File: src/sv/wvs_pkg.sv
// Package for the weekly valve schedule controller.
// Holds the shared constants, codes, beat layouts and the sequencer state type.
// No dependencies.
package wvs_pkg;

  localparam int MAX_ENTRIES = 16;
  localparam int ADDR_W      = $clog2(MAX_ENTRIES);
  localparam int CNT_W       = $clog2(MAX_ENTRIES + 1);
  localparam int ENTRY_W     = 15;
  localparam int DAY_MIN     = 1440;
  localparam int WEEK_MIN    = 7 * DAY_MIN;
  localparam int BEST_INIT   = 7 * DAY_MIN + 1;
  localparam logic [16:0] OVS_RESET = 17'd1800;

  localparam logic [2:0] MODE_TICK   = 3'd0;
  localparam logic [2:0] MODE_ADD    = 3'd1;
  localparam logic [2:0] MODE_DELETE = 3'd2;
  localparam logic [2:0] MODE_CLEAR  = 3'd3;
  localparam logic [2:0] MODE_FOPEN  = 3'd4;
  localparam logic [2:0] MODE_FCLOSE = 3'd5;
  localparam logic [2:0] MODE_AUTO   = 3'd6;

  localparam logic [1:0] OVR_AUTO  = 2'd0;
  localparam logic [1:0] OVR_OPEN  = 2'd1;
  localparam logic [1:0] OVR_CLOSE = 2'd2;

  localparam logic [1:0] DRV_NONE  = 2'd0;
  localparam logic [1:0] DRV_OPEN  = 2'd1;
  localparam logic [1:0] DRV_CLOSE = 2'd2;

  localparam logic [1:0] ST_OK    = 2'd0;
  localparam logic [1:0] ST_FULL  = 2'd1;
  localparam logic [1:0] ST_BAD   = 2'd2;
  localparam logic [1:0] ST_RANGE = 2'd3;

  localparam logic [1:0] REG_OVS = 2'd0;

  typedef struct packed {
    logic [5:0]  entry_index;
    logic        entry_open;
    logic [5:0]  minute;
    logic [4:0]  hour;
    logic [2:0]  day;
    logic        time_valid;
    logic [31:0] now_seconds;
    logic [2:0]  mode;
  } item_t;

  typedef struct packed {
    logic [1:0]       status;
    logic [CNT_W-1:0] entry_count;
    logic [1:0]       override_mode;
    logic             valve_open;
    logic [1:0]       drive;
  } result_t;

  typedef enum logic [3:0] {
    S_IDLE, S_DISPATCH, S_TICK_DEC, S_RS_RD, S_RS_EV,
    S_FR_RD, S_FR_EV, S_DEL_RD, S_DEL_WR, S_FINISH
  } state_t;

endpackage

File: src/sv/wvs_evmem.sv
// Event table memory: one write port, one read port, registered read data.
// Depends on wvs_pkg for depth and entry width.
module wvs_evmem (
  input  logic                             clk,
  input  logic                             we,
  input  logic [wvs_pkg::ADDR_W-1:0]       waddr,
  input  logic [wvs_pkg::ENTRY_W-1:0]      wdata,
  input  logic                             re,
  input  logic [wvs_pkg::ADDR_W-1:0]       raddr,
  output logic [wvs_pkg::ENTRY_W-1:0]      rdata
);

  logic [wvs_pkg::ENTRY_W-1:0] mem [wvs_pkg::MAX_ENTRIES];

  always_ff @(posedge clk) begin
    if (we) begin
      mem[waddr] <= wdata;
    end
    if (re) begin
      rdata <= mem[raddr];
    end
  end

endmodule

File: src/sv/weekly_valve_schedule_controller_core.sv
// Top level of the weekly valve schedule controller.
// Depends on wvs_pkg and wvs_evmem.
//
// Usage: one command beat enters on in_* (mode, clock, weekday, time, entry
// fields), and one or more result beats leave on out_*; out_tlast marks the
// final result of a command. The override duration register sits at cfg
// address 0. Commands are handled one at a time by a sequencer around the
// event table memory. A command without a scan goes from the dispatch state
// (and the tick decision state for a tick) to the finish state, which loads
// the output register and returns to idle. The restore scan on the first
// valid tick reads and evaluates each entry, a daily entry once per weekday;
// a minute change reads and checks each entry in turn. Delete shifts the
// table down, reading each entry above the deleted one and writing it one
// place lower. A new command is taken while the last result still waits in
// the output register. When the receiver stalls, the sequencer holds at the
// next step that needs the output register. Reset empties the table, closes
// the valve, returns to auto and sets the override duration to 1800 seconds.
module weekly_valve_schedule_controller_core (
  input  logic        clk,
  input  logic        rst_n,
  input  logic        in_tvalid,
  output logic        in_tready,
  // mode, now_seconds, time_valid, day, hour, minute, entry_open, entry_index
  input  logic [63:0] in_tdata,
  output logic        out_tvalid,
  input  logic        out_tready,
  // drive, valve_open, override_mode, entry_count, status
  output logic [15:0] out_tdata,
  output logic        out_tlast,
  input  logic        cfg_psel,
  input  logic        cfg_penable,
  input  logic        cfg_pwrite,
  input  logic [1:0]  cfg_paddr,
  input  logic [31:0] cfg_pwdata,
  output logic [31:0] cfg_prdata,
  output logic        cfg_pready
);

  localparam int CW = wvs_pkg::CNT_W;
  localparam int AW = wvs_pkg::ADDR_W;

  wvs_pkg::state_t  state_r, state_nxt;
  wvs_pkg::item_t   item_r, item_nxt;
  wvs_pkg::result_t pend_r, pend_nxt, out_r, out_nxt;
  logic             pend_valid_r, pend_valid_nxt;
  logic             out_valid_r, out_valid_nxt, out_last_r, out_last_nxt;
  logic [CW-1:0]    count_r, count_nxt, i_r, i_nxt;
  logic             valve_r, valve_nxt;
  logic [1:0]       ovr_r, ovr_nxt, status_r, status_nxt;
  logic [31:0]      deadline_r, deadline_nxt;
  logic [11:0]      prev_min_r, prev_min_nxt;
  logic             prev_valid_r, prev_valid_nxt;
  logic [16:0]      ovs_r;
  logic [2:0]       d_r, d_nxt;
  logic             first_r, first_nxt, act_r, act_nxt;
  logic signed [15:0] best_r, best_nxt;

  logic                     mem_we, mem_re;
  logic [AW-1:0]            mem_waddr, mem_raddr;
  logic [wvs_pkg::ENTRY_W-1:0] mem_wdata, mem_rdata;

  logic        out_free, out_load;
  logic [11:0] cur_min;
  logic [15:0] cur_week, sub_week;
  logic signed [15:0] ago_raw, ago;
  logic [2:0]  e_day, dcur;
  logic [4:0]  e_hour;
  logic [5:0]  e_min;
  logic        e_open, tgt, cfg_wr;

  wvs_evmem u_mem (
    .clk   (clk),
    .we    (mem_we),
    .waddr (mem_waddr),
    .wdata (mem_wdata),
    .re    (mem_re),
    .raddr (mem_raddr),
    .rdata (mem_rdata)
  );

  assign in_tready  = (state_r == wvs_pkg::S_IDLE);
  assign out_tvalid = out_valid_r;
  assign out_tdata  = {4'b0, out_r};
  assign out_tlast  = out_last_r;
  assign cfg_pready = 1'b1;
  assign cfg_wr     = cfg_psel & cfg_penable & cfg_pwrite & (cfg_paddr == wvs_pkg::REG_OVS);
  assign cfg_prdata = (cfg_paddr == wvs_pkg::REG_OVS) ? {15'b0, ovs_r} : 32'b0;
  assign out_free   = !out_valid_r || out_tready;

  assign e_day  = mem_rdata[2:0];
  assign e_hour = mem_rdata[7:3];
  assign e_min  = mem_rdata[13:8];
  assign e_open = mem_rdata[14];

  assign cur_min  = 12'(item_r.hour) * 12'd60 + 12'(item_r.minute);
  assign cur_week = 16'(item_r.day) * 16'(wvs_pkg::DAY_MIN) + 16'(cur_min);
  assign dcur     = first_r ? ((e_day == 3'd7) ? 3'd0 : e_day) : d_r;
  assign sub_week = 16'(dcur) * 16'(wvs_pkg::DAY_MIN) + 16'(e_hour) * 16'd60 + 16'(e_min);
  assign ago_raw  = $signed(cur_week - sub_week);
  assign ago      = (ago_raw < 0) ? ago_raw + 16'(wvs_pkg::WEEK_MIN) : ago_raw;

  always_comb begin
    state_nxt      = state_r;
    item_nxt       = item_r;
    pend_nxt       = pend_r;
    pend_valid_nxt = pend_valid_r;
    out_nxt        = out_r;
    out_last_nxt   = out_last_r;
    out_valid_nxt  = out_valid_r && !out_tready;
    out_load       = 1'b0;
    count_nxt      = count_r;
    i_nxt          = i_r;
    valve_nxt      = valve_r;
    ovr_nxt        = ovr_r;
    status_nxt     = status_r;
    deadline_nxt   = deadline_r;
    prev_min_nxt   = prev_min_r;
    prev_valid_nxt = prev_valid_r;
    d_nxt          = d_r;
    first_nxt      = first_r;
    act_nxt        = act_r;
    best_nxt       = best_r;
    mem_we         = 1'b0;
    mem_waddr      = i_r[AW-1:0];
    mem_wdata      = mem_rdata;
    mem_re         = 1'b0;
    mem_raddr      = i_r[AW-1:0];
    tgt            = 1'b0;

    unique case (state_r)
      wvs_pkg::S_IDLE: begin
        if (in_tvalid) begin
          item_nxt   = wvs_pkg::item_t'(in_tdata[56:0]);
          status_nxt = wvs_pkg::ST_OK;
          state_nxt  = wvs_pkg::S_DISPATCH;
        end
      end
      wvs_pkg::S_DISPATCH: begin
        state_nxt = wvs_pkg::S_FINISH;
        case (item_r.mode) inside
          wvs_pkg::MODE_TICK: begin
            if (ovr_r != wvs_pkg::OVR_AUTO && deadline_r != 32'd0 &&
                item_r.now_seconds >= deadline_r) begin
              ovr_nxt        = wvs_pkg::OVR_AUTO;
              deadline_nxt   = 32'd0;
              prev_valid_nxt = 1'b0;
            end
            state_nxt = wvs_pkg::S_TICK_DEC;
          end
          wvs_pkg::MODE_ADD: begin
            if (count_r >= CW'(wvs_pkg::MAX_ENTRIES)) begin
              status_nxt = wvs_pkg::ST_FULL;
            end else if (item_r.hour > 5'd23 || item_r.minute > 6'd59) begin
              status_nxt = wvs_pkg::ST_BAD;
            end else begin
              mem_we    = 1'b1;
              mem_waddr = count_r[AW-1:0];
              mem_wdata = {item_r.entry_open, item_r.minute, item_r.hour, item_r.day};
              count_nxt = count_r + CW'(1);
            end
          end
          wvs_pkg::MODE_DELETE: begin
            if (item_r.entry_index >= 6'(count_r)) begin
              status_nxt = wvs_pkg::ST_RANGE;
            end else if (CW'(item_r.entry_index) + CW'(1) < count_r) begin
              i_nxt     = CW'(item_r.entry_index);
              state_nxt = wvs_pkg::S_DEL_RD;
            end else begin
              count_nxt = count_r - CW'(1);
            end
          end
          wvs_pkg::MODE_CLEAR: count_nxt = '0;
          wvs_pkg::MODE_FOPEN, wvs_pkg::MODE_FCLOSE: begin
            tgt          = (item_r.mode == wvs_pkg::MODE_FOPEN);
            ovr_nxt      = tgt ? wvs_pkg::OVR_OPEN : wvs_pkg::OVR_CLOSE;
            deadline_nxt = item_r.time_valid ? item_r.now_seconds + {15'b0, ovs_r} : 32'd0;
            if (valve_r != tgt) begin
              valve_nxt      = tgt;
              pend_valid_nxt = 1'b1;
              pend_nxt       = {wvs_pkg::ST_OK, count_r, ovr_nxt, tgt,
                                tgt ? wvs_pkg::DRV_OPEN : wvs_pkg::DRV_CLOSE};
            end
          end
          wvs_pkg::MODE_AUTO: begin
            ovr_nxt        = wvs_pkg::OVR_AUTO;
            deadline_nxt   = 32'd0;
            prev_valid_nxt = 1'b0;
          end
          default: ;
        endcase
      end
      wvs_pkg::S_TICK_DEC: begin
        state_nxt = wvs_pkg::S_FINISH;
        if (item_r.time_valid) begin
          if (!prev_valid_r) begin
            prev_min_nxt   = cur_min;
            prev_valid_nxt = 1'b1;
            if (ovr_r == wvs_pkg::OVR_AUTO && count_r != '0) begin
              i_nxt     = '0;
              best_nxt  = 16'(wvs_pkg::BEST_INIT);
              act_nxt   = 1'b0;
              state_nxt = wvs_pkg::S_RS_RD;
            end else begin
              tgt = (ovr_r == wvs_pkg::OVR_OPEN);
              if (valve_r != tgt) begin
                valve_nxt      = tgt;
                pend_valid_nxt = 1'b1;
                pend_nxt       = {wvs_pkg::ST_OK, count_r, ovr_r, tgt,
                                  tgt ? wvs_pkg::DRV_OPEN : wvs_pkg::DRV_CLOSE};
              end
            end
          end else if (cur_min != prev_min_r) begin
            prev_min_nxt = cur_min;
            if (ovr_r == wvs_pkg::OVR_AUTO && count_r != '0) begin
              i_nxt     = '0;
              state_nxt = wvs_pkg::S_FR_RD;
            end
          end
        end
      end
      wvs_pkg::S_RS_RD: begin
        mem_re    = 1'b1;
        first_nxt = 1'b1;
        state_nxt = wvs_pkg::S_RS_EV;
      end
      wvs_pkg::S_RS_EV: begin
        if (ago < best_r) begin
          best_nxt = ago;
          act_nxt  = e_open;
        end
        if (e_day == 3'd7 && dcur < 3'd6) begin
          d_nxt     = dcur + 3'd1;
          first_nxt = 1'b0;
        end else if (i_r + CW'(1) < count_r) begin
          i_nxt     = i_r + CW'(1);
          state_nxt = wvs_pkg::S_RS_RD;
        end else begin
          state_nxt = wvs_pkg::S_FINISH;
          if (valve_r != act_nxt) begin
            valve_nxt      = act_nxt;
            pend_valid_nxt = 1'b1;
            pend_nxt       = {wvs_pkg::ST_OK, count_r, ovr_r, act_nxt,
                              act_nxt ? wvs_pkg::DRV_OPEN : wvs_pkg::DRV_CLOSE};
          end
        end
      end
      wvs_pkg::S_FR_RD: begin
        mem_re    = 1'b1;
        state_nxt = wvs_pkg::S_FR_EV;
      end
      wvs_pkg::S_FR_EV: begin
        if (e_hour == item_r.hour && e_min == item_r.minute &&
            (e_day == 3'd7 || e_day == item_r.day) && e_open != valve_r) begin
          if (!pend_valid_r || out_free) begin
            if (pend_valid_r) begin
              out_load     = 1'b1;
              out_nxt      = pend_r;
              out_last_nxt = 1'b0;
            end
            valve_nxt      = e_open;
            pend_valid_nxt = 1'b1;
            pend_nxt       = {wvs_pkg::ST_OK, count_r, ovr_r, e_open,
                              e_open ? wvs_pkg::DRV_OPEN : wvs_pkg::DRV_CLOSE};
            state_nxt      = (i_r + CW'(1) < count_r) ? wvs_pkg::S_FR_RD : wvs_pkg::S_FINISH;
            i_nxt          = i_r + CW'(1);
          end
        end else begin
          state_nxt = (i_r + CW'(1) < count_r) ? wvs_pkg::S_FR_RD : wvs_pkg::S_FINISH;
          i_nxt     = i_r + CW'(1);
        end
      end
      wvs_pkg::S_DEL_RD: begin
        mem_re    = 1'b1;
        mem_raddr = AW'(i_r + CW'(1));
        state_nxt = wvs_pkg::S_DEL_WR;
      end
      wvs_pkg::S_DEL_WR: begin
        mem_we = 1'b1;
        i_nxt  = i_r + CW'(1);
        if (i_r + CW'(2) < count_r) begin
          state_nxt = wvs_pkg::S_DEL_RD;
        end else begin
          count_nxt = count_r - CW'(1);
          state_nxt = wvs_pkg::S_FINISH;
        end
      end
      wvs_pkg::S_FINISH: begin
        if (out_free) begin
          out_load       = 1'b1;
          out_last_nxt   = 1'b1;
          out_nxt        = pend_valid_r ? pend_r :
                           {status_r, count_r, ovr_r, valve_r, wvs_pkg::DRV_NONE};
          pend_valid_nxt = 1'b0;
          state_nxt      = wvs_pkg::S_IDLE;
        end
      end
      default: state_nxt = wvs_pkg::S_IDLE;
    endcase
    if (out_load) begin
      out_valid_nxt = 1'b1;
    end
  end

  always_ff @(posedge clk) begin
    if (!rst_n) begin
      state_r      <= wvs_pkg::S_IDLE;
      pend_valid_r <= 1'b0;
      out_valid_r  <= 1'b0;
      count_r      <= '0;
      valve_r      <= 1'b0;
      ovr_r        <= wvs_pkg::OVR_AUTO;
      deadline_r   <= 32'd0;
      prev_valid_r <= 1'b0;
      ovs_r        <= wvs_pkg::OVS_RESET;
    end else begin
      state_r      <= state_nxt;
      pend_valid_r <= pend_valid_nxt;
      out_valid_r  <= out_valid_nxt;
      count_r      <= count_nxt;
      valve_r      <= valve_nxt;
      ovr_r        <= ovr_nxt;
      deadline_r   <= deadline_nxt;
      prev_valid_r <= prev_valid_nxt;
      if (cfg_wr) begin
        ovs_r <= cfg_pwdata[16:0];
      end
    end
    item_r     <= item_nxt;
    pend_r     <= pend_nxt;
    out_r      <= out_nxt;
    out_last_r <= out_last_nxt;
    i_r        <= i_nxt;
    status_r   <= status_nxt;
    prev_min_r <= prev_min_nxt;
    d_r        <= d_nxt;
    first_r    <= first_nxt;
    act_r      <= act_nxt;
    best_r     <= best_nxt;
  end

  a_count_max: assert property (@(posedge clk) disable iff (!rst_n)
    count_r <= CW'(wvs_pkg::MAX_ENTRIES))
    else $error("event count beyond table depth");

  a_idle_no_pend: assert property (@(posedge clk) disable iff (!rst_n)
    (state_r == wvs_pkg::S_IDLE) |-> !pend_valid_r)
    else $error("pending result left behind");

  a_load_free: assert property (@(posedge clk) disable iff (!rst_n)
    out_load |-> out_free)
    else $error("output register overwritten");

  a_auto_deadline: assert property (@(posedge clk) disable iff (!rst_n)
    (ovr_r == wvs_pkg::OVR_AUTO) |-> (deadline_r == 32'd0))
    else $error("deadline set in auto mode");

endmodule

File: config.mk
export PLATFORM = sky130hd
export DESIGN_NAME = weekly_valve_schedule_controller_core
export DESIGN_NICKNAME = d
export VERILOG_FILES = /design/src/sv/wvs_pkg.sv /design/src/sv/wvs_evmem.sv /design/src/sv/weekly_valve_schedule_controller_core.sv
export SDC_FILE = /design/constraint.sdc
export NUM_CORES = 1
export LEC_CHECK = 0
export BUFFER_PORTS_ARGS = -buffer_cell sky130_fd_sc_hd__buf_2
export CORE_ASPECT_RATIO = 0.6
export CORE_MARGIN = 10
export CORE_UTILIZATION = 30
export CTS_CLUSTER_SIZE = 30
export DETAILED_ROUTE_END_ITERATION = 6
export GPL_TIMING_DRIVEN = 0
export REMOVE_ABC_BUFFERS = 1
export SLEW_MARGIN = 25
export SYNTH_ARGS = -nofsm -noshare
export SYNTH_HDL_FRONTEND = slang
export SYNTH_HIERARCHICAL = 1
export SYNTH_SLANG_ARGS = --single-unit
File: constraint.sdc
create_clock -name clk -period 11.53 [get_ports clk]
set_input_delay 1.153 -clock clk [delete_from_list [all_inputs] [get_ports clk]]
set_output_delay 1.153 -clock clk [all_outputs]
set_load 0.01 [all_outputs]
==> impl_metrics.csv <==
group,metric,value,unit
critical_path,max_stage_delay,620,ps
detailed_routing,wl_per_cell,19.8,µm
clock_network,clk_pin_slew,70,ps
die,die_x,384,µm
timing,tns,0,ps
finish,fillers,7586,
clock_network,root_buffer,"clkbuf_16",
critical_path,startpoint_type,"flip-flop",
synth,seq_area_frac_synth,0.524,
clock_network,cts_setup_buffers,0,
clock_network,numCtsBuffers,41,
place,numPortBuffers,114,
clock_network,hold_buffers,0,
clock_network,clock_latency,600,ps
timing,setup_viol,0,
die,die_h,238,µm
finish,multiInputGateArea,10500,µm²
critical_path,worst_path_max_delay_cell,"edfxtp_1",
finish,final_common_cell,"edfxtp_1",
timing,fin_crit_sh,0.828,
detailed_routing,drt_iter0_drc,1418,
critical_path,crit_path_max_fanout,10,
die,dieArea,91600,µm²
timing,fin_ws,1980,ps
timing,finalHoldViolations,0,
timing,max_freq,0.105,GHz
die,core,78200,µm²
die,num_rows,79,
clock_network,cts_tree,"yes",
die,ios,157,
timing,whs,474,ps
finish,seq_area,12500,µm²
detailed_routing,drt-total-wl,61600,µm
detailed_routing,first_pass_iters,5,
synth,synthArstFlopShare,0,
hold_path,hold_class,"reg -> reg",
global_routing,grt_first_pass_wirelength,95100,µm
global_routing,antenna_found_initial,2,
place,place_ws,1770,ps
global_routing,grt_max_degree,43,
die,start_util,0.305,
place,hpwl,45000,µm
detailed_routing,detail-route-antenna-nets,0,
clock_network,cts_max_level,2,
place,place_congestion,0.865,
timing,slew_viol_final,0,
synth,synth_cell_types,89,
timing,tightest_slew,999,ps
global_routing,grt_overflow_total,0,
finish,final_cell_area,27300,µm²
global_routing,grt_pass1_vias,15800,
global_routing,track_usage,0.131,
place,place_area,25900,µm²
critical_path,cp_data_required_time,11750,ps
synth,syn-cell-area,23900,µm²
critical_path,crit_path_end_kind,"flip-flop",
synth,syn_avg_cell_area,12.6,µm²
timing,max-slew-margin-rel,0.327,
synth,synth_cells,1901,
detailed_routing,viasPerCell,5.04,
critical_path,worstSetupPathType,"reg -> reg",
clock_network,cts_buffer_depth,3,
run,drv_cap,0,
timing,rsz0062_at_grt,"false",
finish,syn_to_final_growth,14.2,%
finish,layout_common_cells,"edfxtp_1, inv_1, ha_1",
synth,ys.flop_type,"edfxtp_1",
synth,synth_edf_count,374,
clock_network,clkSinkCount,438,
critical_path,arrival,9760,ps
timing,skew,44.2,ps
run_status,status,"finished, final reports clean",
finish,drive_above_1_share,0.159,
synth,yosysWarnings,6,
synth,synth-seq-cells,438,
timing,fin_crit,9550,ps
finish,finish.net_count,2327,
clock_network,cts_resized,0,
detailed_routing,drcViolationCount,0,
detailed_routing,dr_total_vias,15700,
sequential cells by signal, summed over array words and instances, names as in the netlist, 4 cells and up:
signal       cells
best_r          16
u_mem/rdata     15
out_tdata       12
prev_min_r      12
pend_r           9
item_r          57
state_r          4
u_mem/mem      240
deadline_r      32
ovs_r           17
i_r              5
count_r          5
kinds of logic (layout without fill, tap and decap cells):
kind of cell             Yosys count  after routing  synth area share
other                              2             21          0.000315
adder cells (fa/ha/maj)          201            201             0.117
multiplexers                      84             84            0.0703
buffers and inverters            259            394            0.0459
AND/OR/NAND/NOR                  445            445            0.0954
flip-flops                       438            438             0.524
XOR/XNOR                         110            110            0.0421
AO/OA/AOI/OAI                    362            362             0.105
per-layer routing:
metal  vias up  GRT usage  wire length [µm]
met1      7799      0.192             29400
met5         -          0                13
li1       7251          -                 -
met4         2     0.0203               869
met3        83     0.0319              4910
met2       515      0.199             26500
critical path: cells and delay by family (launching register included):
| family | cells | cell delay (ps) |
|---|---|---|
| buffers and inverters | 5 | 270 |
| xor gates and xnor gates | 4 | 770 |
| and+or+nand+nor | 7 | 930 |
| muxes | 2 | 730 |
| DFF | 1 | 620 |
| adders and majority gates | 8 | 3770 |
| AOI/OAI and AO/OA | 7 | 2050 |
Yosys cell counts (18+ instances only):
cell | count | area share
a21o_1 | 31 | 0.0098
a21oi_1 | 94 | 0.020
a22o_1 | 20 | 0.0073
a22oi_1 | 36 | 0.011
and2_1 | 36 | 0.0094
buf_4 | 23 | 0.0072
clkbuf_1 | 49 | 0.0077
dfxtp_1 | 64 | 0.054
edfxtp_1 | 374 | 0.47
fa_1 | 37 | 0.031
ha_1 | 162 | 0.085
inv_1 | 178 | 0.028
mux2_2 | 20 | 0.0094
mux4_2 | 44 | 0.042
nand2_1 | 117 | 0.018
nand2b_1 | 23 | 0.0060
nand3_1 | 31 | 0.0065
nand4_1 | 22 | 0.0058
nor2_1 | 89 | 0.014
nor2b_1 | 22 | 0.0058
nor3_1 | 22 | 0.0046
o21ai_0 | 61 | 0.013
or3_1 | 18 | 0.0047
xnor2_1 | 59 | 0.022
xor2_1 | 48 | 0.018
stage by stage:
step,util,std cells
2_1_floorplan,-,1838
3_3_place_gp,0.325,3005
3_5_place_dp,0.331,3033
4_1_cts,0.348,3107
5_1_grt,0.349,3107
6_report,0.349,3108
path summary, 6_finish.rpt:
path / from / endpoint / slack, ps / cells after the start
worst max-delay path: item_r[39] / pend_r[1] / 1980 / 33
worst min-delay path: deadline_r[10] / deadline_r[10] / 470 / 2
worst max register to register: item_r[39] / pend_r[1] / 1980 / 33
worst min register to register: deadline_r[10] / deadline_r[10] / 470 / 2
area by class of cell:
| type | instances | area share |
|---|---|---|
| Sequential cell | 438 | 0.459 |
| Timing Repair Buffer | 142 | 0.0337 |
| Tap cell | 1053 | 0.0483 |
| Antenna cell | 1 | 0.0000918 |
| Clock inverter | 24 | 0.0101 |
| Inverter | 178 | 0.0245 |
| Multi-Input combinational cell | 1222 | 0.385 |
| Clock buffer | 50 | 0.0389 |
Power is left out: the tool's default activity adds up to more than one toggle a clock period on the data nets, which glitch-free logic cannot reach.
